<file path="config.mk">
export PLATFORM = sky130hd
export DESIGN_NAME = euclid_gcd_top
export DESIGN_NICKNAME = d
export VERILOG_FILES = /design/src/rtl/egcd_pkg.sv /design/src/rtl/egcd_ctrl.sv /design/src/rtl/egcd_dp.sv /design/src/rtl/euclid_gcd_top.sv
export SDC_FILE = /design/constraint.sdc
export NUM_CORES = 1
export LEC_CHECK = 0
export BUFFER_PORTS_ARGS = -buffer_cell sky130_fd_sc_hd__buf_2
export CORE_UTILIZATION = 40
export DETAILED_ROUTE_END_ITERATION = 8
export GPL_ROUTABILITY_DRIVEN = 0
export GPL_TIMING_DRIVEN = 0
export PLACE_DENSITY = 0.65
export SLEW_MARGIN = 20
export SYNTH_ARGS = -nofsm -noshare
export SYNTH_HDL_FRONTEND = slang
export SYNTH_SLANG_ARGS = --single-unit
</file>
<file path="constraint.sdc">
create_clock -name i_clk -period 6.4 [get_ports i_clk]
set_input_delay 0.64 -clock i_clk [delete_from_list [all_inputs] [get_ports i_clk]]
set_output_delay 0.64 -clock i_clk [all_outputs]
set_load 0.03 [all_outputs]
</file>
<file path="src/rtl/egcd_pkg.sv">
package egcd_pkg;

    localparam int FIELD_WIDTH = 32;

    typedef struct packed {
        logic load;
        logic step;
        logic finish;
    } t_cmd;

    typedef struct packed {
        logic done;
    } t_status;

endpackage

</file>
<file path="src/rtl/egcd_ctrl.sv">
module egcd_ctrl (
    input  logic              i_clk,
    input  logic              i_rst_n,
    input  logic              i_in_valid,
    output logic              o_in_ready,
    output logic              o_out_valid,
    input  logic              i_out_ready,
    input  egcd_pkg::t_status i_status,
    output egcd_pkg::t_cmd    o_cmd
);

    typedef enum logic {
        S_IDLE,
        S_RUN
    } t_state;

    t_state r_state;
    t_state n_state;
    logic   r_out_valid;
    logic   n_out_valid;
    logic   w_slot_free;

    assign o_in_ready  = (r_state == S_IDLE);
    assign o_out_valid = r_out_valid;
    assign w_slot_free = !r_out_valid || i_out_ready;

    always_comb begin
        o_cmd        = '0;
        o_cmd.load   = (r_state == S_IDLE) && i_in_valid;
        o_cmd.step   = (r_state == S_RUN) && !i_status.done;
        o_cmd.finish = (r_state == S_RUN) && i_status.done && w_slot_free;
    end

    always_comb begin
        n_state     = r_state;
        n_out_valid = r_out_valid && !i_out_ready;
        case (r_state)
            S_IDLE: begin
                if (o_cmd.load) begin
                    n_state = S_RUN;
                end
            end
            S_RUN: begin
                if (o_cmd.finish) begin
                    n_state     = S_IDLE;
                    n_out_valid = 1'b1;
                end
            end
            default: begin
                n_state = S_IDLE;
            end
        endcase
    end

    always_ff @(posedge i_clk) begin
        if (!i_rst_n) begin
            r_state     <= S_IDLE;
            r_out_valid <= 1'b0;
        end else begin
            r_state     <= n_state;
            r_out_valid <= n_out_valid;
        end
    end

    a_finish_sets_valid: assert property (@(posedge i_clk) disable iff (!i_rst_n)
        o_cmd.finish |=> r_out_valid)
        else $error("result dropped after finish");

    a_step_xor_finish: assert property (@(posedge i_clk) disable iff (!i_rst_n)
        !(o_cmd.step && o_cmd.finish))
        else $error("step and finish together");

    a_run_holds: assert property (@(posedge i_clk) disable iff (!i_rst_n)
        (r_state == S_RUN && !i_status.done) |=> (r_state == S_RUN))
        else $error("left run before done");

    a_no_overwrite: assert property (@(posedge i_clk) disable iff (!i_rst_n)
        (r_out_valid && !i_out_ready) |-> !o_cmd.finish)
        else $error("pending result overwritten");

endmodule

</file>
<file path="src/rtl/egcd_dp.sv">
module egcd_dp #(
    parameter int DATA_WIDTH = 32
) (
    input  logic                             i_clk,
    input  egcd_pkg::t_cmd                   i_cmd,
    input  logic [egcd_pkg::FIELD_WIDTH-1:0] i_first,
    input  logic [egcd_pkg::FIELD_WIDTH-1:0] i_second,
    output egcd_pkg::t_status                o_status,
    output logic [egcd_pkg::FIELD_WIDTH-1:0] o_divisor
);

    localparam int KW = $clog2(DATA_WIDTH);
    localparam int EW = egcd_pkg::FIELD_WIDTH + DATA_WIDTH;

    logic [DATA_WIDTH-1:0] r_a;
    logic [DATA_WIDTH-1:0] n_a;
    logic [DATA_WIDTH-1:0] r_b;
    logic [DATA_WIDTH-1:0] n_b;
    logic [KW-1:0]         r_k;
    logic [KW-1:0]         n_k;
    logic                  r_zero;
    logic                  n_zero;
    logic [egcd_pkg::FIELD_WIDTH-1:0] r_out;
    logic [egcd_pkg::FIELD_WIDTH-1:0] n_out;

    logic [EW-1:0]         w_first_ext;
    logic [EW-1:0]         w_second_ext;
    logic [DATA_WIDTH-1:0] w_opa;
    logic [DATA_WIDTH-1:0] w_opb;
    logic [DATA_WIDTH-1:0] w_res;
    logic [EW-1:0]         w_res_ext;
    logic [DATA_WIDTH-1:0] w_a_minus_b;
    logic [DATA_WIDTH-1:0] w_b_minus_a;

    assign w_first_ext  = {{DATA_WIDTH{1'b0}}, i_first};
    assign w_second_ext = {{DATA_WIDTH{1'b0}}, i_second};
    assign w_opa        = w_first_ext[DATA_WIDTH-1:0];
    assign w_opb        = w_second_ext[DATA_WIDTH-1:0];

    assign w_a_minus_b  = r_a - r_b;
    assign w_b_minus_a  = r_b - r_a;

    assign w_res        = r_zero ? '0 : (r_a << r_k);
    assign w_res_ext    = {{egcd_pkg::FIELD_WIDTH{1'b0}}, w_res};

    assign o_status.done = r_zero || (r_a == r_b);
    assign o_divisor     = r_out;

    // binary gcd step: strip common twos into k, odd pairs subtract and halve
    always_comb begin
        n_a    = r_a;
        n_b    = r_b;
        n_k    = r_k;
        n_zero = r_zero;
        n_out  = r_out;
        if (i_cmd.load) begin
            n_a    = w_opa;
            n_b    = w_opb;
            n_k    = '0;
            n_zero = (w_opa == '0) || (w_opb == '0);
        end else if (i_cmd.step) begin
            if (!r_a[0] && !r_b[0]) begin
                n_a = r_a >> 1;
                n_b = r_b >> 1;
                n_k = r_k + 1'b1;
            end else if (!r_a[0]) begin
                n_a = r_a >> 1;
            end else if (!r_b[0]) begin
                n_b = r_b >> 1;
            end else if (r_a > r_b) begin
                n_a = w_a_minus_b >> 1;
            end else begin
                n_b = w_b_minus_a >> 1;
            end
        end
        if (i_cmd.finish) begin
            n_out = w_res_ext[egcd_pkg::FIELD_WIDTH-1:0];
        end
    end

    always_ff @(posedge i_clk) begin
        r_a    <= n_a;
        r_b    <= n_b;
        r_k    <= n_k;
        r_zero <= n_zero;
        r_out  <= n_out;
    end

endmodule

</file>
<file path="src/rtl/euclid_gcd_top.sv">
// Operation: after an item is accepted, the datapath runs subtract/shift steps, one per cycle,
// until the operands are equal or one is zero, then registers the result once the output slot is free.
// Flow: one item at a time; the next item is taken the cycle after a result
// is registered, while that result may still wait at the output.
// Reset: i_rst_n synchronous, active low; clears controller state and output valid.
module euclid_gcd_top #(
    parameter int DATA_WIDTH = 32
) (
    input  logic        i_clk,
    input  logic        i_rst_n,
    input  logic        i_s_axis_tvalid,
    output logic        o_s_axis_tready,
    input  logic [63:0] i_s_axis_tdata,   // [31:0] first_value, [63:32] second_value
    output logic        o_m_axis_tvalid,
    input  logic        i_m_axis_tready,
    output logic [31:0] o_m_axis_tdata    // [31:0] divisor
);

    egcd_pkg::t_cmd    w_cmd;
    egcd_pkg::t_status w_status;

    egcd_ctrl u_ctrl (
        .i_clk       (i_clk),
        .i_rst_n     (i_rst_n),
        .i_in_valid  (i_s_axis_tvalid),
        .o_in_ready  (o_s_axis_tready),
        .o_out_valid (o_m_axis_tvalid),
        .i_out_ready (i_m_axis_tready),
        .i_status    (w_status),
        .o_cmd       (w_cmd)
    );

    egcd_dp #(
        .DATA_WIDTH (DATA_WIDTH)
    ) u_dp (
        .i_clk     (i_clk),
        .i_cmd     (w_cmd),
        .i_first   (i_s_axis_tdata[31:0]),
        .i_second  (i_s_axis_tdata[63:32]),
        .o_status  (w_status),
        .o_divisor (o_m_axis_tdata)
    );

endmodule

</file>
**Yosys cells after proc, flatten, opt, wreduce, memory -nomap -nowiden**

Index checks and enable logic that the tools add are counted.

- Memories: 0
- Memory bits (writable): 0
- Output and inout bits: 34
- Latch bits: 0
- Bits in registers: 104
- ROM bits: 0
- Input port bits: 68

- Divide/modulo/power cells: 0
- Muxes and demuxes: 17
- Eq/ne operators: 4
- Add/sub/neg operators: 3
- $lt $le $gt $ge: 1
- Shifts and indexed selects: 1
- Reduce and logical (&&, ||, !) cells: 22
- $mul: 0
- Bitwise logic cells: 1

Operator list:

| cell | number |
|---|---|
| $mux W32 | 12 |
| $logic_not A32 Y1 | 2 |
| $sub A32 B32 Y32 | 2 |
| $eq A32 B32 Y1 | 1 |
| $gt A32 B32 Y1 | 1 |
| $shl A32 B5 Y32 | 1 |
| $ne A4 B4 Y1 const B | 3 |
| $logic_and A1 B1 Y1 | 6 |
| $reduce_and A3 Y1 | 2 |
| $add A5 B1 Y5 const B | 1 |
| $logic_not A1 Y1 | 5 |
| $mux W1 | 4 |
| $reduce_and A2 Y1 | 2 |
| $logic_or A1 B1 Y1 | 3 |
| $reduce_bool A3 Y1 | 1 |
| $pmux W1 S2 | 1 |
| $reduce_bool A2 Y1 | 1 |
| $not A1 Y1 | 1 |

**Longest topological paths before layout**

- Depth after elaboration: 7
- Mapped depth: 12
- Depth with buffers taken out: 11

**Cells and area by module**

From an unflattened synthesis, not the netlist that was laid out.

- Cells, all modules: 1174
- Area, all modules: 9962.1 µm²

By module, submodules not included:

| module | times used | sequential area each (µm²) | cells each | area each (µm²) |
|---|---|---|---|---|
| egcd_dp | 1 | 3012.9 | 1163 | 9862.0 |
| egcd_ctrl | 1 | 40.0 | 11 | 100.1 |

**Least setup slack after synthesis**

OpenSTA, ideal clock, no wires.

- Kind: register to register
- Start point: reg u_dp.r_a[0]
- End point: reg u_dp.r_a[10] (enable)
- Clock period less this slack: 4.857 ns
- Data arrival time: 4.395 ns
- Path buffers: 0
- Stages on the path, launching flop included: 12
- Required time: 5.938 ns
- Path slack: 1.543 ns
- Cell sequence: edfxtp_1 -> inv_1 -> ha_1 -> fa_1 -> nand2b_1 -> a211oi_2 -> o21a_2 -> o21ai_1 -> a21o_1 -> a21oi_1 -> nor2_1 -> o21ai_0

- Word-level cells in the longest chain between the ends: 6

Ends and longest elaborated chain:

| what | line | text |
|---|---|---|
| start, declared | egcd_dp.sv:15 | `logic [DATA_WIDTH-1:0] r_a;` |
| start signal, assigned | egcd_dp.sv:82 | `r_a <= n_a;` |
| parallel branches: the longest is 5 deep, another holds $gt A32 B32 Y1 | - |  |
| $reduce_and A3 Y1 (no line) (*) | - |  |

Mark *: on every way between the ends.
A chain may end at the register's enable or synchronous reset.

**Worst setup path after layout**

- Start point: reg u_dp.r_a[18]
- End point: reg u_dp.r_b[23] (enable)

- Word-level cells in the longest chain between the ends: 6

Ends and longest elaborated chain:

| what | line | text |
|---|---|---|
| parallel branches: the longest is 5 deep, another holds $gt A32 B32 Y1 | - |  |
| $reduce_and A3 Y1 (no line) (*) | - |  |
| end signal, assigned | egcd_dp.sv:83 | `r_b <= n_b;` |
| end, declared | egcd_dp.sv:17 | `logic [DATA_WIDTH-1:0] r_b;` |

Marks and branches as above.

==> impl_metrics.tcl <==
set metrics [dict create \
    cts_resized 0 \
    vias 9413 \
    rows 56 \
    first_global_vias 9063 \
    syn_nets 1300 \
    n_antenna_cell 0 \
    syn-cell-area_mm2 0.00980 \
    crit_chain "ha_1 -> buf_2 -> nand4_1 -> nor4_2 -> and3_1 -> a21o_1 -> buf_2 -> o31a_2 -> buf_12" \
    hold_slack_ps 507 \
    max-cap-violations 0 \
    hp-class "input port to register" \
    p_sw_mw 1.57 \
    cp.required_ps 6460 \
    io_buffers 101 \
    synth_edf_count 97 \
    postRouteAntennaNets 0 \
    grt_first_pass_wirelength_um 49600 \
    path_class "register to register" \
    grt_usage 0.262 \
    placedCellCount 1588 \
    syn_inst 1165 \
    core_region_area_mm2 0.0238 \
    cp_common_cell "buf_2" \
    slew_violations 0 \
    syn_area_per_cell_um2 8.41 \
    start_util 0.412 \
    drive_above_1_share 0.157 \
    cp_max_fo 29 \
    crit_slowest_cell "edfxtp_1" \
    avgViaCountPerCell 5.87 \
    drc 0 \
    ys.flop_type "edfxtp_1" \
    cts_tree "built" \
    status "completed" \
    power.total_mw 3.44 \
    use_met3 0.0370 \
    dieArea_mm2 0.0251 \
    rsz0062_at_grt "no" \
    clock_skew_ps 13.8 \
    grt_max_degree 33 \
    hold_viol 0 \
    wl_per_cell_um 19.9 \
    fin_cells 1604 \
    p_comb_frac 0.550 \
    cp.arrival_ps 3630 \
    cts.path.max_buffers 2 \
    peakVddDrop_mv 0.132 \
    htree_levels 3 \
    setup_viol 0 \
    grtUsageMet1 0.340 \
    syn2layout_area_growth_pct 13.0 \
    leakage_nw 4.61 \
    yosys.cell_types.count 69 \
    clkPwrFrac 0.162 \
    p_int_mw 1.87 \
    antenna_found_initial 0 \
    async_flop_share 0 \
    met2_usage 0.435 \
    pin_count 102 \
    cts_buffers 9 \
    ys_ff_latch 104 \
    yosys_warnings 0 \
    cts_hold_buffers 0 \
    swShare 0.458 \
    clk_latency_ps 370 \
    critPathLaunchType "register" \
    finalCritPeriodShare 0.558 \
    min_period_ps 3570 \
    slew_headroom 0.345 \
    setup_tns_ps 0 \
    die_w_um 158 \
    slowest_delay_ps 520 \
    first_pass_iters 5 \
    cts_root_buf "clkbuf_16" \
    clkTransAtPathRegs_ps 80 \
    grt_overflow_total 0 \
    drt_wl_total_um 31900 \
    max_freq_mhz 280 \
    p_per_area_mw_per_mm2 311 \
    clock-sinks 104 \
    drtIter0Drc 1022 \
    busiest_layer "met2" \
    tightest_slew_ps 983 \
    critPathTopFamily "simple AND/OR/NAND/NOR gates" \
    nets 1415 \
    num-fill-cells 2362 \
    critPathBufInv 3 \
    critPathCaptureType "register" \
    yosysSeqAreaShare 0.312 \
    die_y_um 158 \
    cts_setup_buffers 0 \
    p_seq_frac 0.288 \
    hpwl_um 25600 \
]
[routing by layer]
metal | up-vias | wire (µm)
met2 | 446 | 14700
met3 | 76 | 2520
li1 | 4488 | -
met4 | 0 | 1260
met5 | - | 0
met1 | 4403 | 13500
[worst paths after layout]
kind,startpoint,to,slack (ps),depth (start not counted)
worst max-delay path,u_dp.r_a[18],u_dp.r_b[23],2830,9
worst min-delay path,i_rst_n,u_ctrl.r_state,510,3
worst max register to register,u_dp.r_a[18],u_dp.r_b[23],2830,9
worst min register to register,u_ctrl.o_out_valid,u_ctrl.o_out_valid,510,2
[power groups by stage]
stage	registers (mW)	clock network [mW]	logic (mW)
finish	0.992	0.558	1.89
global route	1.00	0.581	2.06
CTS	0.988	0.559	1.84
detailed placement	1.00	0	1.83
global placement	1.00	0	1.80
floorplan	0.975	0	1.36
[final cells by class]
cell class,instances,area (µm²),share of cell area
well taps,319,399,0.0361
multi-input cells,901,6070,0.549
clock inverters,7,53.8,0.00486
inverters,79,297,0.0268
clock buffers,9,225,0.0204
flip-flops and latches,104,3050,0.276
plain buffers,81,394,0.0356
repair buffers,104,573,0.0518
[worst reg2reg max path, cell delays in order, from the launching register on]
cell      delay, ps
edfxtp_1        520
ha_1            350
buf_2           240
nand4_1         300
nor4_2          350
and3_1          350
a21o_1          300
buf_2           360
o31a_2          260
buf_12          210
[through the flow]
stage | area, µm² | setup slack (ps) | utilization
floorplan | 9800 | 1540 | -
global placement | 10700 | 466 | 0.450
detailed placement | 10800 | 2910 | 0.454
CTS | 11100 | 2900 | 0.466
global route | 11100 | 2720 | 0.466
finish | 11100 | 2830 | 0.466
[Yosys cell counts, types with 21 or more instances]
cell type	count	area (µm²)
clkbuf_1	34	128
mux2i_1	24	240
nand4_1	24	150
xor2_1	24	210
buf_2	21	105
xnor2_1	31	272
o21ai_0	71	355
nand2_1	94	353
edfxtp_1	97	2910
nor2_1	173	649
inv_1	79	297
a221oi_1	33	289
a21oi_1	103	515
a21o_1	27	203
ha_1	65	813
[sequential cells by signal (all words and copies together), names as in the netlist]
register,cells
u_dp.r_k,5
u_dp.r_a,32
u_dp.o_divisor,32
u_ctrl.o_out_valid,1
u_dp.r_b,32
u_dp.r_zero,1
u_ctrl.r_state,1
[layout by cell type, fill, tap and decap left out, types with 31 or more instances in the layout]
cell type and instances:
o21ai_0 70, a221oi_1 33, clkbuf_1 34, a21oi_1 103, buf_2 122, nand2_1 94, ha_1 65, nor2_1 173
inv_1 79, xnor2_1 31, edfxtp_1 97
[cells by family after synthesis]
family          Yosys count  synth area share
mux                      47            0.0694
buf+inv                 160            0.0705
flops                   104             0.312
compound gates          351             0.238
simple gates            381             0.174
fa+ha+maj                67            0.0871
xor+xnor                 55            0.0492
Power figures use the tool's default switching activity.
